File: config.mk
export PLATFORM = sky130hd
export DESIGN_NAME = ipv4_prefix_text_parser
export DESIGN_NICKNAME = d
export VERILOG_FILES = /design/src/sv/ipv4pp_pkg.sv /design/src/sv/ipv4pp_step.sv /design/src/sv/ipv4_prefix_text_parser.sv
export SDC_FILE = /design/constraint.sdc
export NUM_CORES = 1
export LEC_CHECK = 0
export ABC_AREA = 1
export BUFFER_PORTS_ARGS = -buffer_cell sky130_fd_sc_hd__buf_4
export CAP_MARGIN = 20
export CORE_ASPECT_RATIO = 1.1
export CORE_MARGIN = 2
export CORE_UTILIZATION = 30
export CTS_CLUSTER_DIAMETER = 200
export DETAILED_ROUTE_END_ITERATION = 8
export GPL_ROUTABILITY_DRIVEN = 0
export PLACE_DENSITY = 0.52
export SLEW_MARGIN = 40
export SYNTH_ARGS = -nofsm -noshare
export SYNTH_HDL_FRONTEND = slang
export SYNTH_SLANG_ARGS = --single-unit
File: constraint.sdc
create_clock -name i_clk -period 2.9 [get_ports i_clk]
set_input_delay 0.58 -clock i_clk [delete_from_list [all_inputs] [get_ports i_clk]]
set_output_delay 0.58 -clock i_clk [all_outputs]
set_load 0.005 [all_outputs]
File: src/sv/ipv4pp_pkg.sv
// ---------------------------------------------------------------------------
// ipv4pp_pkg: shared types and constants for the IPv4 prefix text parser
// Parser state, result record and character codes used by the step logic
// and the top level.
// ---------------------------------------------------------------------------
package ipv4pp_pkg;

    // character codes
    localparam logic [7:0] CHAR_NUL   = 8'h00;
    localparam logic [7:0] CHAR_DOT   = 8'h2e;
    localparam logic [7:0] CHAR_SLASH = 8'h2f;
    localparam logic [7:0] CHAR_ZERO  = 8'h30;
    localparam logic [7:0] CHAR_NINE  = 8'h39;

    // limits
    localparam logic [8:0] OCTET_MAX    = 9'd255;
    localparam logic [8:0] PREFIX_MAX   = 9'd32;
    localparam logic [8:0] ACC_MAX      = 9'd511;
    localparam logic [2:0] LAST_OCTET   = 3'd3;
    localparam logic [2:0] PREFIX_FIELD = 3'd4;

    // running parse state for one string
    typedef struct packed {
        logic [2:0]  field_index;
        logic        digit_seen;
        logic [8:0]  field_value;
        logic [31:0] address;
        logic        format_error;
    } t_parse_state;

    // one result transaction
    typedef struct packed {
        logic        status;
        logic [31:0] network_address;
        logic [31:0] net_mask;
        logic [5:0]  prefix_length;
    } t_result;

endpackage

File: src/sv/ipv4pp_step.sv
// ---------------------------------------------------------------------------
// ipv4pp_step: one-character update of the prefix parser
// Given the current parse state and one text byte, forms the next state and
// the result that an end-of-string byte reports.
// ---------------------------------------------------------------------------
module ipv4pp_step (
    input  ipv4pp_pkg::t_parse_state i_state,
    input  logic [7:0]               i_byte,
    output ipv4pp_pkg::t_parse_state o_next,
    output ipv4pp_pkg::t_result      o_result
);

    logic [12:0] acc;
    logic        octet_ok;
    logic [4:0]  octet_shift;
    logic [31:0] octet_word;
    logic        end_ok;
    logic [5:0]  plen;

    // decimal accumulate; low nibble of '0'..'9' is the digit value
    assign acc = 13'({4'd0, i_state.field_value} * 13'd10) + {9'd0, i_byte[3:0]};

    // octet close conditions and placement in the address
    assign octet_ok    = i_state.digit_seen
                         && (i_state.field_value <= ipv4pp_pkg::OCTET_MAX);
    assign octet_shift = {2'd3 - i_state.field_index[1:0], 3'd0};
    assign octet_word  = {24'd0, i_state.field_value[7:0]} << octet_shift;

    // end-of-string result
    assign end_ok = !i_state.format_error && (i_state.field_index == ipv4pp_pkg::PREFIX_FIELD)
                    && i_state.digit_seen && (i_state.field_value <= ipv4pp_pkg::PREFIX_MAX);
    assign plen   = end_ok ? i_state.field_value[5:0] : 6'd0;

    always_comb begin
        o_result.status          = !end_ok;
        o_result.prefix_length   = plen;
        o_result.network_address = end_ok ? i_state.address : 32'd0;
        o_result.net_mask        = ~(32'hffff_ffff >> plen);
    end

    // next state
    always_comb begin
        o_next = i_state;
        if (i_byte == ipv4pp_pkg::CHAR_NUL) begin
            o_next = '0;
        end else if (!i_state.format_error) begin
            if (i_byte inside {[ipv4pp_pkg::CHAR_ZERO:ipv4pp_pkg::CHAR_NINE]}) begin
                o_next.field_value = (acc > {4'd0, ipv4pp_pkg::ACC_MAX}) ?
                                     ipv4pp_pkg::ACC_MAX : acc[8:0];
                o_next.digit_seen  = 1'b1;
            end else if ((i_byte == ipv4pp_pkg::CHAR_DOT && octet_ok
                          && i_state.field_index < ipv4pp_pkg::LAST_OCTET)
                      || (i_byte == ipv4pp_pkg::CHAR_SLASH && octet_ok
                          && i_state.field_index == ipv4pp_pkg::LAST_OCTET)) begin
                o_next.address     = i_state.address | octet_word;
                o_next.field_index = i_state.field_index + 3'd1;
                o_next.digit_seen  = 1'b0;
                o_next.field_value = 9'd0;
            end else begin
                o_next.format_error = 1'b1;
            end
        end
    end

endmodule

File: src/sv/ipv4_prefix_text_parser.sv
// ---------------------------------------------------------------------------
// ipv4_prefix_text_parser: streaming parser for a.b.c.d/n text
// Result: registered when its terminating zero byte is consumed from the input register.
// Throughput: one byte per cycle, but an end byte waits while a pending result is stalled.
// Reset: synchronous, active low; clears the parse state and both valid flags.
// ---------------------------------------------------------------------------
module ipv4_prefix_text_parser (
    input  logic        i_clk,
    input  logic        i_rst_n,
    input  logic        i_in_valid,
    output logic        o_in_stall,
    input  logic [7:0]  i_text_byte,
    output logic        o_out_valid,
    input  logic        i_out_stall,
    output logic        o_status,
    output logic [31:0] o_network_address,
    output logic [31:0] o_net_mask,
    output logic [5:0]  o_prefix_length
);

    logic                     r_in_valid;
    logic [7:0]               r_in_byte;
    ipv4pp_pkg::t_parse_state r_state;
    ipv4pp_pkg::t_parse_state n_state;
    ipv4pp_pkg::t_result      n_result;
    ipv4pp_pkg::t_result      r_result;
    logic                     r_out_valid;
    logic                     out_free;
    logic                     in_is_end;
    logic                     consume;

    // handshake between the input register and the result register
    assign out_free   = !r_out_valid || !i_out_stall;
    assign in_is_end  = (r_in_byte == ipv4pp_pkg::CHAR_NUL);
    assign consume    = r_in_valid && (!in_is_end || out_free);
    assign o_in_stall = r_in_valid && !consume;

    ipv4pp_step u_step (
        .i_state  (r_state),
        .i_byte   (r_in_byte),
        .o_next   (n_state),
        .o_result (n_result)
    );

    // input register
    always_ff @(posedge i_clk) begin
        if (!i_rst_n) begin
            r_in_valid <= 1'b0;
        end else if (!o_in_stall) begin
            r_in_valid <= i_in_valid;
        end
        if (!o_in_stall && i_in_valid) begin
            r_in_byte <= i_text_byte;
        end
    end

    // parse state
    always_ff @(posedge i_clk) begin
        if (!i_rst_n) begin
            r_state <= '0;
        end else if (consume) begin
            r_state <= n_state;
        end
    end

    // result register
    always_ff @(posedge i_clk) begin
        if (!i_rst_n) begin
            r_out_valid <= 1'b0;
        end else if (consume && in_is_end) begin
            r_out_valid <= 1'b1;
        end else if (!i_out_stall) begin
            r_out_valid <= 1'b0;
        end
        if (consume && in_is_end) begin
            r_result <= n_result;
        end
    end

    assign o_out_valid       = r_out_valid;
    assign o_status          = r_result.status;
    assign o_network_address = r_result.network_address;
    assign o_net_mask        = r_result.net_mask;
    assign o_prefix_length   = r_result.prefix_length;

    // field index never runs past the prefix field
    a_index_range: assert property (@(posedge i_clk) disable iff (!i_rst_n)
        r_state.field_index <= ipv4pp_pkg::PREFIX_FIELD)
        else $error("field index out of range");

    // an invalid result carries all-zero fields
    a_invalid_zero: assert property (@(posedge i_clk) disable iff (!i_rst_n)
        (o_out_valid && o_status) |->
        (o_network_address == 32'd0 && o_net_mask == 32'd0 && o_prefix_length == 6'd0))
        else $error("invalid result with nonzero fields");

    // a valid result has a legal prefix length
    a_valid_plen: assert property (@(posedge i_clk) disable iff (!i_rst_n)
        (o_out_valid && !o_status) |-> (o_prefix_length <= 6'd32))
        else $error("prefix length above 32");

    // end byte clears the parse state
    a_end_clears: assert property (@(posedge i_clk) disable iff (!i_rst_n)
        (consume && in_is_end) |=> (r_state == '0 && o_out_valid))
        else $error("state not cleared at end of string");

    // a pending result is never overwritten while stalled
    a_no_overrun: assert property (@(posedge i_clk) disable iff (!i_rst_n)
        (r_out_valid && i_out_stall) |-> !(consume && in_is_end))
        else $error("result overwritten while stalled");

endmodule
Word-level counts from Yosys, hierarchy flattened
Index checks and enable logic that the tools add are counted.

Memories: 0. Memory bits (writable): 0. Bits in registers: 127. Latch bits: 0. Memory bits (read-only): 0. Word-level logic and storage cells: 72.

Divide/modulo/power cells: 0. Shift-type cells: 2. Bitwise operators: 2. Multiplexer cells: 11. Eq/ne operators: 7. $lt $le $gt $ge: 6. Reduce and logical (&&, ||, !) cells: 28. Add/sub/neg operators: 3. Multiply operators: 1.

Operators with widths (count): $mux 46 (2); $mux 45 (1); $mux 33 (1); $not 32->32 (1); $or 32x32->32 (1); $shl 8x5->32 (1); $shr 32x6->32 const A (1); $eq 8x6->1 const B (2); $add 13x4->13 (1); $gt 13x9->1 const B (1); $logic_and 1x1->1 (13); $mul 9x3->12 const B (1); $mux 10 (1); $le 9x6->1 const B (1); $le 9x8->1 const B (1); $mux 9 (1); $ge 8x6->1 const B (1); $le 8x6->1 const B (1); $logic_not 8->1 (1); $logic_not 1->1 (7); $mux 6 (1); $ne 2x1->1 const B (2); $reduce_and 4->1 (1); $add 3x1->3 const B (1); other kinds (11) (15).

Depth between registers and ports, before layout
Depth after elaboration: 9. Depth in mapped cells: 14. Mapped depth without buffers: 14.

Hierarchy
From an unflattened synthesis, not the netlist that was laid out.

Cell total of the unflattened synthesis: 828. Area total of the unflattened synthesis: 6799.0 um^2.

Modules (own cells, without submodules): ipv4_prefix_text_parser (times used 1, cells each 402, area an instance 4564.4 um^2); ipv4pp_step (times used 1, cells each 426, area an instance 2234.6 um^2).

Worst setup path after synthesis
No wires, ideal clock.

Path type: register to register. Start point: register r_in_byte[7]. End point: register r_result, in the netlist o_net_mask[0] (enable). Slack: -0.253 ns. Cell stages (with the launch flop): 6. Data arrival time: 2.729 ns. Path through: edfxtp_1 > or2_1 > nor3_4 > clkbuf_1 > nand2_1 > inv_1.

Longest elaborated chain between the ends: 5.

Ends and longest elaborated chain: from (decl) (RTL line ipv4_prefix_text_parser.sv:22) `logic [7:0] r_in_byte;`; from (signal assigned) (RTL line ipv4_prefix_text_parser.sv:53) `r_in_byte <= i_text_byte;`; $logic_not 8->1 (*) (RTL line ipv4_prefix_text_parser.sv:34) `assign in_is_end = (r_in_byte == ipv4pp_pkg::CHAR_NUL);`; $logic_not 1->1 (RTL line ipv4_prefix_text_parser.sv:35) `assign consume = r_in_valid && (!in_is_end || out_free);`; $logic_or 1x1->1 (RTL line ipv4_prefix_text_parser.sv:35); $logic_and 1x1->1 (RTL line ipv4_prefix_text_parser.sv:35); $logic_and 1x1->1 (*) (RTL line ipv4_prefix_text_parser.sv:75) `if (consume && in_is_end) begin`; to (signal assigned) (RTL line ipv4_prefix_text_parser.sv:76) `r_result <= n_result;`; to (decl) (RTL line ipv4_prefix_text_parser.sv:26) `ipv4pp_pkg::t_result r_result;`.

Mark *: on every way between the ends. The rest lies on a longest branch, timed or not. A chain may end at the register's enable or synchronous reset.

Worst setup path after layout
Start point: register r_state[34] in the netlist's numbering. End point: register r_state[35] in the netlist's numbering.

Longest elaborated chain between the ends: 7. Elaborated cells between the ends (all ways): 16.

Ends and longest elaborated chain: from (decl) (RTL line ipv4_prefix_text_parser.sv:23) `ipv4pp_pkg::t_parse_state r_state;`; from (signal assigned) (RTL line ipv4_prefix_text_parser.sv:62) `r_state <= n_state;`; $mul 9x3->12 / $le 9x8->1 (equally long branches) (RTL line ipv4pp_step.sv:21, ipv4pp_step.sv:25); $add 13x4->13 / $logic_and 1x1->1 (equally long branches) (RTL line ipv4pp_step.sv:21, ipv4pp_step.sv:25); $gt 13x9->1, or another cell as far along (RTL line ipv4pp_step.sv:48) `o_next.field_value = (acc > {4'd0, ipv4pp_pkg::ACC_MAX}) ?`; $mux 9, or another cell as far along (RTL line ipv4pp_step.sv:48); $mux 10 / $logic_or 1x1->1 (equally long branches) (RTL line ipv4pp_step.sv:47, ipv4pp_step.sv:53); $mux 46 / $reduce_bool 3->1 (equally long branches); $mux 46 / $reduce_and 3->1 (equally long branches).

Parallel ways exist; a longest one is shown, timed or not. The select of a mux whose other input is x is not followed.

==> impl_metrics.sql <==
INSERT INTO impl_metrics (metric_group, metric, value, unit) VALUES
('outcome', 'outcome', 'finished clean', ''),
('logic_synthesis', 'ys_top_cells_by_count', '138 x nand2_1, 97 x nand3_1, 92 x nor2_1', ''),
('detailed_routing', 'ant_nets', '0', ''),
('grt', 'grt_start_max_net_pins', '71', ''),
('setup_path', 'worst-r2r-cell-count', '13', ''),
('sta', 'fmax', '392', 'MHz'),
('hold_path', 'whs_path_depth', '1', ''),
('die', 'placeableCoreArea', '20000', 'µm²'),
('placement', 'placement.io_buffers', '84', ''),
('grt', 'overflow', '0', ''),
('sta', 'final_min_period_over_clock_period', '88.0', '%'),
('setup_path', 'r2r_end', 'r_state[35]', ''),
('die', 'die_h', '154', 'µm'),
('finish', 'fraction_of_final_layout_cells_with_drive_strength_greater_than_1', '18.5', '%'),
('logic_synthesis', 'synth_area_per_cell', '8.62', 'µm²'),
('clock_tree', 'ctsRootBufferMaster', 'clkbuf_16', ''),
('sta', 'setup_violations', '0', ''),
('logic_synthesis', 'ys_seq_area_share', '53.6', '%'),
('logic_synthesis', 'synth-edff-count', '78', ''),
('logic_synthesis', 'postSynthCellCount', '715', ''),
('clock_tree', 'number_of_h_tree_branching_levels', '4', ''),
('finish', 'fin_nets', '837', ''),
('sta', 'fin_tns_setup', '0', 'ns'),
('detailed_routing', 'drt-wirelength-per-cell', '14.6', 'µm'),
('placement', 'dp_worst_setup_slack', '0.386', 'ns'),
('logic_synthesis', 'post-synth-top-count-cell', 'nand2_1', ''),
('setup_path', 'max_stage_delay', '0.55', 'ns'),
('sta', 'fin_crit', '2.55', 'ns'),
('clock_tree', 'setup_fix_buffers_added_after_clock_tree_synthesis', '0', ''),
('sta', 'relSlewSlack', '43.8', '%'),
('die', 'pin_count', '85', ''),
('power_and_ir_drop', 'switching_power', '0.000881', 'W'),
('clock_tree', 'clock_pin_slew_on_the_worst_setup_and_hold_paths', '0.06', 'ns'),
('power_and_ir_drop', 'pwr-share-seq', '45.8', '%'),
('logic_synthesis', 'ys_seq_elements', '126', ''),
('die', 'count_of_standard_cell_rows', '54', ''),
('logic_synthesis', 'yosys.cell_types.count', '37', ''),
('detailed_routing', 'drtPass1Iterations', '5', ''),
('setup_path', 'critPathKind', 'register to register', ''),
('finish', 'final_non_filler_cell_area', '7690', 'µm²'),
('clock_tree', 'post_cts.resized_instances', '0', ''),
('run', 'drv_cap', '0', ''),
('setup_path', 'crit_path_frequent_cell', 'nand2_1', ''),
('finish', 'area_delta_synth_final', '24.8', '%'),
('hold_path', 'hp-class', 'primary input to register', ''),
('setup_path', 'timing.critical_path.required', '3.26', 'ns'),
('placement', 'placed_area', '7090', 'µm²'),
('logic_synthesis', 'synth-main-ff-cell', 'edfxtp_1', ''),
('sta', 'tightest_slew', '0.835', 'ns'),
('sta', 'skew', '0.00868', 'ns'),
('sta', 'report.final.hold_viol_count', '0', ''),
('die', 'start_util', '30.8', '%'),
('grt', 'first_pass_grt_wire_length', '25000', 'µm'),
('sta', 'rsz0062_at_grt', 'false', ''),
('logic_synthesis', 'synth.top_cell.area_share', '38.0', '%'),
('logic_synthesis', 'synth_fp_nets', '749', ''),
('logic_synthesis', 'synth_async_sr_flop_share', '0', '%'),
('power_and_ir_drop', 'irDropWorstVdd', '347', 'µV'),
('sta', 'fin_hold_ws', '0.338', 'ns'),
('power_and_ir_drop', 'power_frac_clock', '51.8', '%'),
('setup_path', 'cpMaxStageDelayCell', 'fa_1', ''),
('detailed_routing', 'routed-via-count', '4991', ''),
('power_and_ir_drop', 'leakage', '3.24', 'nW'),
('grt', 'grt_antenna_before_repair', '0', ''),
('logic_synthesis', 'synth.cell_area', '6160', 'µm²'),
('clock_tree', 'cts_inserted_buffers', '17', ''),
('sta', 'final_max_slew_viol_count', '0', ''),
('detailed_routing', 'detail_route.wirelength', '15600', 'µm'),
('finish', 'diodes', '0', ''),
('logic_synthesis', 'yosysWarnings', '0', ''),
('hold_path', 'holdPathEnd', 'r_in_byte[4]', '');
[area by class of cell]
type	count	area (µm²)
Clock buffer	18	429
Timing Repair Buffer	104	785
Clock inverter	14	168
Inverter	80	304
Tap cell	252	315
Fill cell	2042	12300
Multi-Input combinational cell	474	2390
Sequential cell	126	3300
[worst max-delay path by stage]
| stage | start | endpoint | slack (ns) | cells past startpoint |
|---|---|---|---|---|
| 3_5_place_dp | r_state[34] | r_state[35] | 0.39 | 13 |
| 5_1_grt | r_state[34] | r_state[39] | 0.04 | 13 |
| 3_3_place_gp | r_state[34] | r_state[37] | 0.43 | 13 |
| 6_report | r_state[34] | r_state[35] | 0.35 | 13 |
| 2_1_floorplan | r_in_byte[7] | o_net_mask[0] | 0.10 | 7 |
| 4_1_cts | r_state[34] | r_state[35] | 0.36 | 13 |
[logic make-up (layout without fill, tap and decap cells)]
family / after synthesis / after routing / synth area share, %
flip-flops: 126 / 126 / 53.6
XOR/XNOR: 4 / 4 / 0.569
buffers and inverters: 115 / 216 / 7.66
AO/OA/AOI/OAI: 93 / 93 / 7.72
AND/OR/NAND/NOR: 355 / 355 / 25.7
adder cells (fa/ha/maj): 22 / 22 / 4.71
[power by group through the flow]
stage               registers [W]  logic (W)  clock network, W
floorplan                 0.00194  0.0000645                 0
global placement          0.00194  0.0000968                 0
detailed placement        0.00194  0.0000973                 0
CTS                       0.00190  0.0000976           0.00220
global route              0.00191   0.000108           0.00227
finish                    0.00190  0.0000975           0.00215
[layout by cell type (no fill, tap or decap), types with 2 or more instances in the layout]
cell type / instances
o21ai_0: 40
clkinv_1: 3
nor2_2: 3
dfxtp_1: 48
clkinv_4: 2
inv_2: 4
bufinv_16: 3
nand2_1: 138
a21oi_1: 45
xnor2_1: 2
inv_1: 74
xor2_1: 2
inv_6: 2
buf_4: 103
ha_1: 20
nand4_1: 10
a31oi_1: 2
nor2_4: 2
edfxtp_1: 78
nand3_1: 97
clkbuf_16: 17
nor2_1: 92
clkinvlp_4: 5
o21ai_1: 3
fa_1: 2
nor3_1: 4
[state kept, by name (all words and copies together) (netlist names)]
signal and count:
o_net_mask 32, o_network_address 32, o_out_valid 1, o_prefix_length 5, o_status 1, r_in_byte 8, r_in_valid 1, r_state 46
[metal layers]
layer / track usage, % / part of all wire [%] / vias up
li1: - / - / 2554
met1: 19.9 / 47 / 2267
met2: 22.7 / 46 / 151
met3: 3.50 / 5.2 / 19
met4: 5.57 / 1.6 / 0
met5: 0 / 0 / -
[stage by stage]
step / utilization (%) / std cells / total power (W)
2_1_floorplan: - / 715 / 0.00201
3_3_place_gp: 35.4 / 1036 / 0.00204
3_5_place_dp: 35.5 / 1036 / 0.00204
4_1_cts: 38.5 / 1068 / 0.00420
5_1_grt: 38.5 / 1068 / 0.00429
6_report: 38.5 / 1068 / 0.00416
(Power assumes the default switching activity.)
